===== src/rtl/core/tcce_pkg.sv =====
// Shared types, geometry and codes for the text console cursor engine.
package tcce_pkg;

	localparam int COLUMNS = 80;
	localparam int ROWS    = 25;
	localparam int CELLS   = ROWS * COLUMNS;
	localparam int ADDR_W  = $clog2(CELLS);
	localparam int ROW_W   = 5;
	localparam int COL_W   = 7;
	localparam int CELL_W  = 16;

	localparam logic [ROW_W-1:0]  ROW_LAST  = ROW_W'(ROWS - 1);
	localparam logic [COL_W-1:0]  COL_LAST  = COL_W'(COLUMNS - 1);
	localparam logic [ADDR_W-1:0] ADDR_LAST = ADDR_W'(CELLS - 1);

	localparam logic [7:0] NEWLINE_CODE = 8'h0A;
	localparam logic [7:0] BLANK_CODE   = 8'h20;
	localparam logic [7:0] ATTR_RESET   = 8'h0F;

	localparam logic [1:0] MODE_PUT  = 2'd0;
	localparam logic [1:0] MODE_BACK = 2'd1;
	localparam logic [1:0] MODE_READ = 2'd2;

	typedef struct packed {
		logic [1:0]       mode;
		logic [7:0]       char_code;
		logic [ROW_W-1:0] read_row;
		logic [COL_W-1:0] read_col;
	} item_t;

	typedef struct packed {
		logic [CELL_W-1:0] cell_value;
		logic [ROW_W-1:0]  cursor_row;
		logic [COL_W-1:0]  cursor_col;
	} result_t;

	typedef enum logic [2:0] {
		ST_CLEAR,
		ST_IDLE,
		ST_PUT,
		ST_BACK,
		ST_SCROLL,
		ST_READ,
		ST_READ_DATA,
		ST_FIN
	} state_t;

endpackage


===== src/rtl/core/tcce_addr_unit.sv =====
// Shared address unit: maps a screen row and column to a memory address through the row base.
module tcce_addr_unit
	import tcce_pkg::*;
(
	input  logic [ROW_W-1:0]  row,
	input  logic [COL_W-1:0]  col,
	input  logic [ROW_W-1:0]  base,
	output logic [ADDR_W-1:0] addr
);

	localparam logic [ADDR_W-1:0] COLUMNS_A = ADDR_W'(COLUMNS);
	localparam logic [ROW_W:0]    ROWS_W    = (ROW_W + 1)'(ROWS);

	logic [ROW_W:0]   sum;
	logic [ROW_W-1:0] phys;

	always_comb begin
		sum  = {1'b0, row} + {1'b0, base};
		phys = (sum >= ROWS_W) ? ROW_W'(sum - ROWS_W) : sum[ROW_W-1:0];
		addr = ADDR_W'(ADDR_W'(phys) * COLUMNS_A) + ADDR_W'(col);
	end

endmodule

===== config.mk =====
export PLATFORM = sky130hd
export DESIGN_NAME = tcce_addr_unit
export DESIGN_NICKNAME = d
export VERILOG_FILES = /design/src/rtl/core/tcce_pkg.sv /design/src/rtl/core/tcce_addr_unit.sv
export SDC_FILE = /design/constraint.sdc
export NUM_CORES = 1
export LEC_CHECK = 0
export BUFFER_PORTS_ARGS = -buffer_cell sky130_fd_sc_hd__buf_2
export CAP_MARGIN = 10
export CORE_MARGIN = 2
export CORE_UTILIZATION = 47
export DETAILED_ROUTE_END_ITERATION = 7
export PLACE_DENSITY_LB_ADDON = 0.08
export REMOVE_ABC_BUFFERS = 1
export SLEW_MARGIN = 5
export SYNTH_ARGS = -nofsm -noshare
export SYNTH_HDL_FRONTEND = slang
export SYNTH_SLANG_ARGS = --single-unit
export TNS_END_PERCENT = 10

===== constraint.sdc =====
create_clock -name vclk -period 6.2
set_clock_uncertainty 0.2 [all_clocks]
set_input_delay 1.24 -clock vclk [all_inputs]
set_output_delay 1.24 -clock vclk [all_outputs]
set_load 0.05 [all_outputs]

==> results.md, run 1 <==
* RD Place Congestion at 0.802
* Synth cell types at 29
* Sequential share of the synthesized area at 0%
* Post-Syn Instances at 78
* Classification of the worst endpoint: output port
* Halt Stage: global routing (5_1_grt)
* Die Width at 41.7 um
* Synth area leaders: ha_1 30%, xnor2_1 10%, fa_1 9.0%
* DP Worst Slack at -0.771 ns
* Largest net degree at the start of global routing at 5
* Top cell type's share of synthesized area at 30.0%
* Boundary pin count at 28
* Err: [ERROR DPL-0033] detailed placement checks failed during check placement.
* Std cell rows at 13
* Synth warn at 0
* Post-GRT worst EP: addr[10]
* Status: aborted with a tool error
* Mean Syn Cell Area at 8.57 sq um
* Die Span Y at 41.7 um
* Dominant cell type by area after synthesis: ha_1
* Hpwl dp at 1.32 mm
* Area of the mapped netlist at 668 sq um
* Antenna violations before repair at 0
* PortBufs at 20
* Initial Utilization at 50.7%
## per-stage QoR
step,area [sq um],std cells
3_3_place_gp,990,140
3_5_place_dp,990,140
2_1_floorplan,638,74
4_1_cts,1170,146
## cells in the mapped netlist, drive strengths merged
library cell	number
or3	1
o21a	1
and3	1
mux2	1
o32ai	1
mux2i	1
ha	16
nor2	3
nor4	1
nand2	3
xnor2	8
a221oi	1
o21ai	5
nor3	1
and2	1
a41o	1
o2bb2ai	1
xor2	2
nor3b	1
a21o	3
a21oi	6
a211o	3
fa	3
nor2b	3
inv	5
o31a	1
buf	4
## timing repair
| item | CTS |
|---|---|
| resized for setup | 30 |
| endpoints found under the hold margin | 0 |
| hold buffers | 0 |
| gates cloned | 0 |
| buffers inserted | 6 |
| endpoints found under the setup margin | 3 |
| pin swaps | 15 |
## logic make-up after synthesis
logic type,synth area share [%]
xor+xnor,13.1
buf+inv,7.30
compound gates,23.4
mux,5.06
simple gates,12.2
fa+ha+maj,39.0
==> inputs of run 2 (changes only) <==
CORE_AREA = 2 2 63 65   (was not set)
CORE_MARGIN = not set   (was 2)
CORE_UTILIZATION = not set   (was 47)
DIE_AREA = 0 0 65 67   (was not set)
PLACE_DENSITY_LB_ADDON = 0.15   (was 0.08)
clock period = 8.1 ns   (was 6.2 ns; I/O delays follow)
==> run 2 against run 1 <==
  * The run now ends clean
  * Synthesized cell count stayed put
  * Area after synthesis stayed put
==> results.md, run 2 <==
* Routed length per instance at 9.48 um
* Max-cap violations at 0
* Worst EP arrival at 5.95 ns
* Top cell type's share of synthesized area at 30.0% (unchanged)
* Core area at 3610 sq um
* Synth area leaders: ha_1 30%, xnor2_1 10%, fa_1 9.0%
* Area of the mapped netlist at 668 sq um (unchanged)
* Antenna violations before repair at 0
* TritonRoute pass-1 iters at 4
* ANT cells at 0
* Synth warn at 0 (unchanged)
* First-pass GRT wire length at 2.39 mm
* RSZ-0062 raised after global routing: no
* Total global-route track usage at 6.47%
* DRC violation count after routing at 0
* Sequential share of the synthesized area at 0% (unchanged)
* CTS Hold Bufs at 0 (unchanged)
* Dominant cell type by area after synthesis: ha_1
* Vias per cell at 4.27
* Layout cell share with drive strength beyond 1 at 26.6%
* Hpwl dp at 1.19 mm (-10%)
* Routed wire length at 1.35 mm
* Status: finished, final reports clean
* Routed Antenna Nets at 0
* Die Width at 65 um (+56%)
* Hold Path Stages at 0
* Clkbuf count at 0
* Largest net degree at the start of global routing at 8
* Max Clk Rate at 0.129 GHz
* Boundary pin count at 28 (unchanged)
* Fin. Hold Viols at 0
* Via Count at 606
* Seq_cells at 0
* Full die area at 4360 sq um
* Die Span Y at 67 um (+61%)
* Post-Syn Instances at 78 (unchanged)
* Max-Slew Margin vs Limit at 58.4%
* Synth cell types at 29 (unchanged)
* Critical path launch point type: input pin
* Initial Utilization at 18.5% (-32 points)
* Gr busiest metal: met2
* Vias in the first global route at 586
* Std cell rows at 22 (+9)
* RD Place Congestion at 0.749 (-6.7%)
* Commonest non-fill, non-tap cells in the layout: 19 x buf_2, 16 x ha_1, 8 x xnor2_1
* Synthesis-to-layout area growth at 21.2%
* CP endpoint: addr[10]
* GR Util met1 at 9.55%
* CP Class: in -> out
* Worst-path fanout max at 3
* Hold Path Class: in -> out
* Fin nets at 132
* Endpoint class of the critical path: output port
* CP required at 6.28 ns
* Mean Syn Cell Area at 8.57 sq um (unchanged)
* DRT iter0 DRCs at 39
* Worst-Margin Slew at 0.617 ns
* Met3 usage at 0.338%
* Fin Setup TNS at 0 ns
* Post-CTS Setup Bufs at 0 (-6)
* Register area at 0 sq um
* Min Clock Period, post-route at 7.77 ns
* Total gr overflow at 0
* Met2 Usage GRT at 11.0%
* Count leader, synth: ha_1
* Crit. Startpoint: row[0]
* Top post-synthesis cells by count: 16 x ha_1, 8 x xnor2_1, 6 x a21oi_1
* Endpoints failing setup at 0
* Non-Filler Instances at 142
* Final period utilization at 95.9%
* Cells after DPL at 142 (+1.4%)
* Slew Limit Fails at 0
* PortBufs at 20 (unchanged)
* Commonest non-fill, non-tap cell in the layout: buf_2
run 2: worst min-delay path by stage:
stage | start | slack, ns | endpoint
after global routing | col[0] | 3.04 | addr[0]
after detailed placement | col[0] | 3.04 | addr[0]
after global placement | col[0] | 3.04 | addr[0]
final | col[2] | 3.04 | addr[2]
after floorplan | col[0] | 3.04 | addr[0]
after CTS | col[0] | 3.04 | addr[0]
run 2: repair_timing:
| item | CTS | global route |
|---|---|---|
| setup endpoints to repair | 0 | 1 |
| hold endpoints to repair | 0 | 0 |
| resized for setup | 0 | 5 |
run 2: area by class of cell:
type / count / area [sq um]
multi-input cells: 69 / 628
repair buffers: 20 / 103
well taps: 48 / 60.1
fillers: 418 / 2800
inverters: 5 / 18.8
run 2: worst max-delay path, cell delays in order:
cell and delay (ns):
buf_2 0.10, ha_1 0.21, fa_1 0.55, inv_1 0.07, ha_1 0.21, o31a_1 0.30, a41o_1 0.28, nor2_2 0.13
mux2_2 0.39, ha_1 0.28, ha_1 0.24, fa_1 0.54, nand2_1 0.09, nor2b_2 0.15, o21ai_0 0.12, a221oi_2 0.28
xnor2_1 0.15, buf_4 0.22
run 2: per-stage QoR:
| stage | cell area, sq um | worst slack, ns | util (%) | hold WS, ns |
|---|---|---|---|---|
| CTS | 798 | 0.0907 | 22.1 | 3.04 |
| floorplan | 638 | 0.318 | - | 3.04 |
| global route | 810 | 0.00813 | 22.4 | 3.04 |
| global placement | 798 | 0.136 | 22.1 | 3.04 |
| detailed placement | 798 | 0.116 | 22.1 | 3.04 |
| finish | 810 | 0.332 | 22.4 | 3.04 |
run 2: cell families (layout without fill, tap and decap cells):
kind of cell	Yosys count	count (layout)	share of synthesized area, %
compound gates	23	23	23.4
mux	2	2	5.06
xor+xnor	10	10	13.1
buf+inv	9	25	7.30
fa+ha+maj	19	19	39.0
simple gates	15	15	12.2
run 2: layer usage:
layer | share of wire [%] | routed length (um)
met5 | 0 | 0
met4 | 0 | 0
met3 | 5.9 | 80
met2 | 43 | 577
met1 | 51 | 687
Power of run 2 is left out: the tool's default activity adds up to more than one toggle a clock period on the data nets, which glitch-free logic cannot reach.
